### config.mk
export PLATFORM = sky130hd
export DESIGN_NAME = wiegand_frame_receiver
export DESIGN_NICKNAME = d
export VERILOG_FILES = /design/src/sv/wfr_pkg.sv /design/src/sv/wfr_frame_core.sv /design/src/sv/wiegand_frame_receiver.sv
export SDC_FILE = /design/constraint.sdc
export NUM_CORES = 1
export LEC_CHECK = 0
export BUFFER_PORTS_ARGS = -buffer_cell sky130_fd_sc_hd__clkbuf_2
export CAP_MARGIN = 15
export CORE_MARGIN = 8
export CORE_UTILIZATION = 45
export CTS_CLUSTER_SIZE = 30
export DETAILED_ROUTE_END_ITERATION = 12
export HOLD_SLACK_MARGIN = 0.03
export MAX_ROUTING_LAYER = met4
export PLACE_DENSITY = 0.67
export REMOVE_ABC_BUFFERS = 1
export SLEW_MARGIN = 5
export SYNTH_ARGS = -nofsm -noshare
export SYNTH_HDL_FRONTEND = slang
export SYNTH_HIERARCHICAL = 1
export SYNTH_SLANG_ARGS = --single-unit
### constraint.sdc
create_clock -name clk -period 15.5 [get_ports clk]
set_input_delay 3.1 -clock clk [delete_from_list [all_inputs] [get_ports clk]]
set_output_delay 3.1 -clock clk [all_outputs]
set_load 0.05 [all_outputs]
### src/sv/wfr_pkg.sv
package wfr_pkg;

  localparam int unsigned CFG_ADDR_W = 3;
  localparam int unsigned CFG_DATA_W = 24;
  localparam int unsigned CNT_W      = 7;
  localparam int unsigned TIME_W     = 32;
  localparam int unsigned WORD_W     = 64;

  // register indexes on the configuration port
  localparam logic [CFG_ADDR_W-1:0] REG_MIN_WIDTH     = 3'd0;
  localparam logic [CFG_ADDR_W-1:0] REG_MAX_WIDTH     = 3'd1;
  localparam logic [CFG_ADDR_W-1:0] REG_MIN_SPACING   = 3'd2;
  localparam logic [CFG_ADDR_W-1:0] REG_MAX_SPACING   = 3'd3;
  localparam logic [CFG_ADDR_W-1:0] REG_IGNORE_PARITY = 3'd4;
  localparam logic [CFG_ADDR_W-1:0] REG_IDLE_LIMIT    = 3'd5;
  localparam logic [CFG_ADDR_W-1:0] REG_PRESENT_MIN   = 3'd6;
  localparam logic [CFG_ADDR_W-1:0] REG_VALID_MIN     = 3'd7;

  localparam logic [15:0]      RST_MIN_WIDTH   = 16'd20;
  localparam logic [15:0]      RST_MAX_WIDTH   = 16'd200;
  localparam logic [19:0]      RST_MIN_SPACING = 20'd200;
  localparam logic [19:0]      RST_MAX_SPACING = 20'd20000;
  localparam logic             RST_IGNORE_PAR  = 1'b0;
  localparam logic [23:0]      RST_IDLE_LIMIT  = 24'd500000;
  localparam logic [CNT_W-1:0] RST_PRESENT_MIN = 7'd30;
  localparam logic [CNT_W-1:0] RST_VALID_MIN   = 7'd26;

  typedef struct packed {
    logic [15:0]      min_width_us;
    logic [15:0]      max_width_us;
    logic [19:0]      min_spacing_us;
    logic [19:0]      max_spacing_us;
    logic             ignore_parity;
    logic [23:0]      idle_limit_us;
    logic [CNT_W-1:0] present_min_bits;
    logic [CNT_W-1:0] valid_min_bits;
  } wfr_cfg_t;

  typedef struct packed {
    logic [WORD_W-1:0] frame_bits;
    logic [CNT_W-1:0]  bit_count;
    logic              spacing_error;
    logic              width_error;
    logic              parity_error;
    logic              frame_valid;
    logic [6:0]        site_code;
    logic [23:0]       card_number;
    logic              card_ok;
    logic              card_present;
  } wfr_result_t;

endpackage

### src/sv/wfr_frame_core.sv
module wfr_frame_core #(
  parameter int unsigned MAX_FRAME_BITS = 64
) (
  input  logic                 clk,
  input  logic                 rst_n,
  input  logic                 item_accept,
  input  logic                 command,
  input  logic                 line,
  input  logic                 falling,
  input  logic [31:0]          time_us,
  input  wfr_pkg::wfr_cfg_t    cfg,
  output wfr_pkg::wfr_result_t result
);
  import wfr_pkg::*;

  localparam logic [CNT_W-1:0] MAX_CNT = CNT_W'(MAX_FRAME_BITS);

  logic [MAX_FRAME_BITS-1:0] shift_r, shift_nxt;
  logic [CNT_W-1:0]          cnt_r, cnt_nxt;
  logic                      await_r, await_nxt;
  logic                      await_line_r, await_line_nxt;
  logic [TIME_W-1:0]         last_fall_r, last_fall_nxt;
  logic [TIME_W-1:0]         last_rise_r, last_rise_nxt;
  logic                      wbad_r, wbad_nxt;
  logic                      sbad_r, sbad_nxt;

  logic [TIME_W-1:0] idle;
  logic [TIME_W-1:0] pulse_width;
  logic [TIME_W-1:0] gap;
  logic [WORD_W-1:0] word;
  logic              present;
  logic              par_bad;
  logic              ok;

  assign idle        = time_us - last_fall_r;
  assign pulse_width = time_us - last_fall_r;
  assign gap         = last_fall_r - last_rise_r;
  assign word        = WORD_W'(shift_r);
  assign present     = (idle > {8'd0, cfg.idle_limit_us}) && (cnt_r > cfg.present_min_bits);
  // bit 32 must match the xor of the site bits, bit 0 the xor of the card number bits
  assign par_bad = !cfg.ignore_parity &&
                   (((^word[31:25]) != word[32]) || ((^word[24:1]) != word[0]));
  assign ok      = !par_bad && !wbad_r && !sbad_r;

  always_comb begin
    result              = '0;
    result.card_present = present;
    if (command) begin
      result.card_ok       = ok;
      result.card_number   = word[24:1];
      result.site_code     = word[31:25];
      result.frame_valid   = ok && (cnt_r >= cfg.valid_min_bits);
      result.parity_error  = par_bad;
      result.width_error   = wbad_r;
      result.spacing_error = sbad_r;
      result.bit_count     = cnt_r;
      result.frame_bits    = word;
    end
  end

  always_comb begin
    shift_nxt      = shift_r;
    cnt_nxt        = cnt_r;
    await_nxt      = await_r;
    await_line_nxt = await_line_r;
    last_fall_nxt  = last_fall_r;
    last_rise_nxt  = last_rise_r;
    wbad_nxt       = wbad_r;
    sbad_nxt       = sbad_r;
    if (item_accept) begin
      if (command) begin
        shift_nxt     = '0;
        cnt_nxt       = '0;
        await_nxt     = 1'b0;
        last_fall_nxt = '0;
        wbad_nxt      = 1'b0;
        sbad_nxt      = 1'b0;
      end else if (falling) begin
        if (cnt_r == '0) begin
          wbad_nxt = 1'b0;
          sbad_nxt = 1'b0;
        end
        shift_nxt      = {shift_r[MAX_FRAME_BITS-2:0], line};
        await_line_nxt = line;
        await_nxt      = 1'b1;
        last_fall_nxt  = time_us;
      end else if (await_r && (line == await_line_r)) begin
        await_nxt = 1'b0;
        // once the frame is full, further bits are still shifted in but neither counted nor checked
        if (cnt_r < MAX_CNT) begin
          if ((pulse_width < {16'd0, cfg.min_width_us}) ||
              (pulse_width > {16'd0, cfg.max_width_us})) begin
            wbad_nxt = 1'b1;
          end
          if ((cnt_r != '0) &&
              ((gap < {12'd0, cfg.min_spacing_us}) || (gap > {12'd0, cfg.max_spacing_us}))) begin
            sbad_nxt = 1'b1;
          end
          last_rise_nxt = time_us;
          cnt_nxt       = cnt_r + 1'b1;
        end
      end
    end
  end

  always_ff @(posedge clk) begin
    if (!rst_n) begin
      shift_r      <= '0;
      cnt_r        <= '0;
      await_r      <= 1'b0;
      await_line_r <= 1'b0;
      last_fall_r  <= '0;
      last_rise_r  <= '0;
      wbad_r       <= 1'b0;
      sbad_r       <= 1'b0;
    end else begin
      shift_r      <= shift_nxt;
      cnt_r        <= cnt_nxt;
      await_r      <= await_nxt;
      await_line_r <= await_line_nxt;
      last_fall_r  <= last_fall_nxt;
      last_rise_r  <= last_rise_nxt;
      wbad_r       <= wbad_nxt;
      sbad_r       <= sbad_nxt;
    end
  end

`ifndef ASSERT_OFF
  a_cnt_bound: assert property (@(posedge clk) disable iff (!rst_n)
    cnt_r <= MAX_CNT)
    else $error("bit count beyond frame size");

  a_read_clears: assert property (@(posedge clk) disable iff (!rst_n)
    item_accept && command |=> (cnt_r == '0) && !await_r && !wbad_r && !sbad_r)
    else $error("read did not clear the frame");

  a_fall_arms: assert property (@(posedge clk) disable iff (!rst_n)
    item_accept && !command && falling |=> await_r && (await_line_r == $past(line)))
    else $error("fall did not arm the rise wait");

  a_stray_rise: assert property (@(posedge clk) disable iff (!rst_n)
    item_accept && !command && !falling && !await_r |=> $stable(cnt_r) && $stable(last_rise_r))
    else $error("unmatched rise changed the frame");
`endif

endmodule

### src/sv/wiegand_frame_receiver.sv
// Wiegand frame receiver. Each input beat is either a timestamped edge on the data0/data1
// lines (in_tuser = 0) or a read of the frame (in_tuser = 1), and every input beat gives
// exactly one output beat. A fall shifts a bit into the frame, the matching rise counts it
// and checks pulse width and rise-to-fall spacing; a read reports site, card number,
// parity and timing status and clears the frame. Timestamps are 32-bit microseconds and
// may wrap. The block takes one beat per clock and registers each result: the result
// register is the only stage, and in_tready falls only while that register holds a beat
// that out_tready has not yet taken. Configuration writes are taken in any cycle but
// belong in idle periods.
module wiegand_frame_receiver #(
  parameter int unsigned MAX_FRAME_BITS = 64
) (
  input  logic                              clk,
  input  logic                              rst_n,
  input  logic                              in_tvalid,
  output logic                              in_tready,
  input  logic [39:0]                       in_tdata,   // line, falling, time_us[31:0], pad
  input  logic                              in_tuser,   // command
  output logic                              out_tvalid,
  input  logic                              out_tready,
  // card_present, card_ok, card_number[23:0], site_code[6:0], frame_valid,
  // parity_error, width_error, spacing_error, bit_count[6:0], frame_bits[63:0], pad
  output logic [111:0]                      out_tdata,
  input  logic                              cfg_we,
  input  logic [wfr_pkg::CFG_ADDR_W-1:0]    cfg_addr,
  input  logic [wfr_pkg::CFG_DATA_W-1:0]    cfg_wdata
);
  import wfr_pkg::*;

  wfr_cfg_t    cfg_r, cfg_nxt;
  wfr_result_t result;
  wfr_result_t out_data_r;
  logic        out_valid_r, out_valid_nxt;
  logic        in_accept;

  assign in_tready = !out_valid_r || out_tready;
  assign in_accept = in_tvalid && in_tready;

  always_comb begin
    cfg_nxt = cfg_r;
    if (cfg_we) begin
      case (cfg_addr)
        REG_MIN_WIDTH:     cfg_nxt.min_width_us     = cfg_wdata[15:0];
        REG_MAX_WIDTH:     cfg_nxt.max_width_us     = cfg_wdata[15:0];
        REG_MIN_SPACING:   cfg_nxt.min_spacing_us   = cfg_wdata[19:0];
        REG_MAX_SPACING:   cfg_nxt.max_spacing_us   = cfg_wdata[19:0];
        REG_IGNORE_PARITY: cfg_nxt.ignore_parity    = cfg_wdata[0];
        REG_IDLE_LIMIT:    cfg_nxt.idle_limit_us    = cfg_wdata[23:0];
        REG_PRESENT_MIN:   cfg_nxt.present_min_bits = cfg_wdata[CNT_W-1:0];
        REG_VALID_MIN:     cfg_nxt.valid_min_bits   = cfg_wdata[CNT_W-1:0];
        default:           cfg_nxt = cfg_r;
      endcase
    end
  end

  always_ff @(posedge clk) begin
    if (!rst_n) begin
      cfg_r.min_width_us     <= RST_MIN_WIDTH;
      cfg_r.max_width_us     <= RST_MAX_WIDTH;
      cfg_r.min_spacing_us   <= RST_MIN_SPACING;
      cfg_r.max_spacing_us   <= RST_MAX_SPACING;
      cfg_r.ignore_parity    <= RST_IGNORE_PAR;
      cfg_r.idle_limit_us    <= RST_IDLE_LIMIT;
      cfg_r.present_min_bits <= RST_PRESENT_MIN;
      cfg_r.valid_min_bits   <= RST_VALID_MIN;
    end else begin
      cfg_r <= cfg_nxt;
    end
  end

  wfr_frame_core #(
    .MAX_FRAME_BITS (MAX_FRAME_BITS)
  ) u_core (
    .clk         (clk),
    .rst_n       (rst_n),
    .item_accept (in_accept),
    .command     (in_tuser),
    .line        (in_tdata[0]),
    .falling     (in_tdata[1]),
    .time_us     (in_tdata[33:2]),
    .cfg         (cfg_r),
    .result      (result)
  );

  assign out_valid_nxt = in_accept || (out_valid_r && !out_tready);

  always_ff @(posedge clk) begin
    if (!rst_n) begin
      out_valid_r <= 1'b0;
    end else begin
      out_valid_r <= out_valid_nxt;
    end
  end

  always_ff @(posedge clk) begin
    if (in_accept) begin
      out_data_r <= result;
    end
  end

  assign out_tvalid = out_valid_r;
  assign out_tdata  = {4'd0,
                       out_data_r.frame_bits,
                       out_data_r.bit_count,
                       out_data_r.spacing_error,
                       out_data_r.width_error,
                       out_data_r.parity_error,
                       out_data_r.frame_valid,
                       out_data_r.site_code,
                       out_data_r.card_number,
                       out_data_r.card_ok,
                       out_data_r.card_present};

endmodule
==> out/results.ini <==
[timing]
final_max_slew_viol_count = 0
fin_ws_ns = 8.30
max_freq_mhz = 139
rsz0062_at_grt = false
holdWs_ns = 0.456
setup_viol = 0
clock-skew-final_ns = 0.0196
relSlewSlack = 0.228
period_needed_ns = 7.20
post-route-period-util = 0.465
hold_viol = 0
fin_tns_setup_ns = 0
worst_slew_pin_slew_ns = 1.15

[setup_path]
r2r_slack_ns = 10.59
path_class = in -> reg
worstReg2RegStart = u_core/last_rise_r[4]
r2r-end = u_core/sbad_r
reg2reg_depth = 18
crit_arrival_ns = 7.61
worst-path-max-fanout = 3
cp-end-kind = register
startpoint_type = primary input
cp.required_ns = 15.91

[cts]
cts_sinks = 359
path_clk_slew_ns = 0.06
clockBufferDepth = 3
post_cts_buffers = 0
clock_latency_ns = 0.57
tritoncts = built
hold_buffers = 0
h-tree-depth = 2
root_buffer = clkbuf_16
ctsResizeCount = 0
cts_made_buffers = 41

[drt]
dr.pass1.iters = 5
routed_wl_um = 52800
drc = 0
drt_iter0_drc = 1113
postRouteAntennaNets = 0
num_vias = 15900
wl_per_cell_um = 17.9
via_per_inst = 5.39

[logic_synthesis]
synth-seq-cells = 359
syn_avg_cell_area_um2 = 9.24
synth_cells = 2228
muxShareOfSynthArea = 0.0595
synth_top_family_by_area = simple AND/OR/NAND/NOR gates
post_synth_num_cell_types = 75
synth_ff_type = dfxtp_1
yosys_warnings = 6
ys_seq_area_frac = 0.402
synth_compound_area_frac = 0.148
synth-simple-area-share = 0.182
synth_enable_flop_cells = 108
yosysTopAreaCell = dfxtp_1
yosys.area_share.xor_xnor = 0.0336
synth_fa_ha_area_frac = 0.107
synth_top_area_frac = 0.244
async_flop_share = 0
ys_top_cells_by_area = dfxtp_1 24%, edfxtp_1 16%, ha_1 10%
syn-cell-area_um2 = 20600

[global_routing]
grt_pass1_wl_um = 84500
grt.total_usage = 0.199
antenna_found_initial = 0
grt_pass1_vias = 15900
grt_overflow = 0
grt_start_max_net_pins = 216

[final_layout]
layout_common_cells = 251 x dfxtp_1, 244 x nand2_1, 183 x inv_1
fillCellCount = 4228
nets = 2564
antenna_cells = 0
area_growth_pct = 12.1
drive_gt1_frac = 0.118
layout_commonest_cell = dfxtp_1

[place]
pre_cts_ws_ns = 7.80
place.gp.congestion = 0.951
port_buffers = 176
dp_hpwl_um = 38900

[power]
power.density_nw_per_um2 = 107
peakVddDrop_mv = 0.0839
finalPower_mw = 2.46
p_leak_nw = 9.44

[floorplanning]
initial_core_util = 0.455
io_pins = 187
std_cell_rows = 78
fp.dieArea_um2 = 52800
coreArea_um2 = 45300
die_w_um = 230
fp.dieH_um = 230

[job]
maxCapViolCount = 0

[run_status]
status = finished clean

[hold_path]
hold_path_depth = 2
hold_class = reg -> reg
hold_end = cfg_r[90]
hp-start = cfg_r[90]

==> how the worst max path moves through the flow <==
stage,startpoint,end,slack [ns],cells past startpoint
final,in_tdata[2],u_core/wbad_r,8.30,20
after global routing,in_tdata[2],u_core/wbad_r,7.98,20
after CTS,in_tdata[2],u_core/wbad_r,8.36,21
after detailed placement,in_tdata[2],u_core/wbad_r,7.80,21
after global placement,in_tdata[2],u_core/wbad_r,7.77,21
after floorplan,out_tready,u_core/last_fall_r[0],4.96,5
==> metrics by stage <==
| stage | instance area [um2] | utilization | std cells |
|---|---|---|---|
| after floorplan | 19900 | - | 2089 |
| after global placement | 21600 | 0.477 | 2873 |
| after detailed placement | 21600 | 0.477 | 2873 |
| after CTS | 23100 | 0.509 | 2949 |
| after global routing | 23100 | 0.509 | 2950 |
| final | 23100 | 0.509 | 2950 |
==> state kept, by name, summed over array words and instances, names as in the netlist <==
register,cells
u_core/sbad_r,1
out_tvalid,1
u_core/cnt_r,7
u_core/last_rise_r,32
out_tdata,108
u_core/last_fall_r,32
u_core/shift_r,64
cfg_r,111
u_core/wbad_r,1
u_core/await_r,1
u_core/await_line_r,1
==> synthesized netlist by cell type (5+ instances only) <==
cell,number
dfxtp_1,251
nand2_1,244
inv_1,183
ha_1,172
nor2b_1,157
mux2i_1,119
edfxtp_1,108
a21oi_1,102
a22oi_1,100
and2_1,83
clkbuf_1,80
nor2_1,75
o21ai_0,56
xnor2_1,55
buf_4,37
a21boi_0,36
a21o_1,31
nand4_1,31
nor3_1,24
xor2_1,24
o21a_1,20
nand3_1,19
o211ai_1,18
buf_2,17
nor4_1,15
a211oi_1,14
nand2b_1,14
and3_1,10
o21bai_1,10
a2111oi_0,9
a31oi_1,9
or2_2,7
o22ai_1,6
o31ai_1,6
or3_1,6
nand4b_1,5
nor3b_1,5
==> cell families (layout without fill, tap and decap cells) <==
kind of cell	after synthesis	count (layout)
adders and majority gates	174	174
and+or+nand+nor	719	719
DFF	359	359
muxes	122	122
AOI/OAI and AO/OA	449	449
xor gates and xnor gates	79	79
other	1	4
buffers and inverters	325	444
==> power by group <==
part | total [mW] | leakage (nW) | internal (mW) | switching, mW
combinational | 0.436 | 5.65 | 0.152 | 0.284
clock | 1.02 | 0.688 | 0.618 | 0.405
sequential | 1.00 | 3.11 | 0.990 | 0.0108
total | 2.46 | 9.44 | 1.76 | 0.700
==> critical path, cell delays in order <==
cell	delay [ns]
clkbuf_2	0.11
inv_1	0.06
ha_1	0.15
inv_1	0.05
fa_1	0.42
a211oi_1	0.35
o21ai_0	0.19
nand3_1	0.11
nand2_1	0.09
a31oi_1	0.31
o21ai_0	0.16
xor2_1	0.39
ha_1	0.22
nand3_1	0.15
nor4_1	0.40
a22oi_1	0.21
or3_2	0.44
nor4_1	0.15
nor3b_2	0.42
a21oi_1	0.12
==> area by class of cell <==
class / count / area [um2] / share of cell area
sequential: 359 / 8270 / 0.358
clock buffer: 52 / 1120 / 0.0485
clock inverter: 24 / 315 / 0.0137
multi-input combinational: 1547 / 11000 / 0.475
timing repair buffer: 185 / 971 / 0.0421
tap: 600 / 751 / 0.0325
inverter: 183 / 687 / 0.0298
==> per-layer routing <==
| layer | part of all wire | track usage |
|---|---|---|
| met1 | 0.46 | 0.255 |
| met2 | 0.46 | 0.323 |
| met3 | 0.056 | 0.0392 |
| met4 | 0.021 | 0.0473 |
| met5 | 0 | - |
No activity file was read; power rests on OpenSTA's default activity.
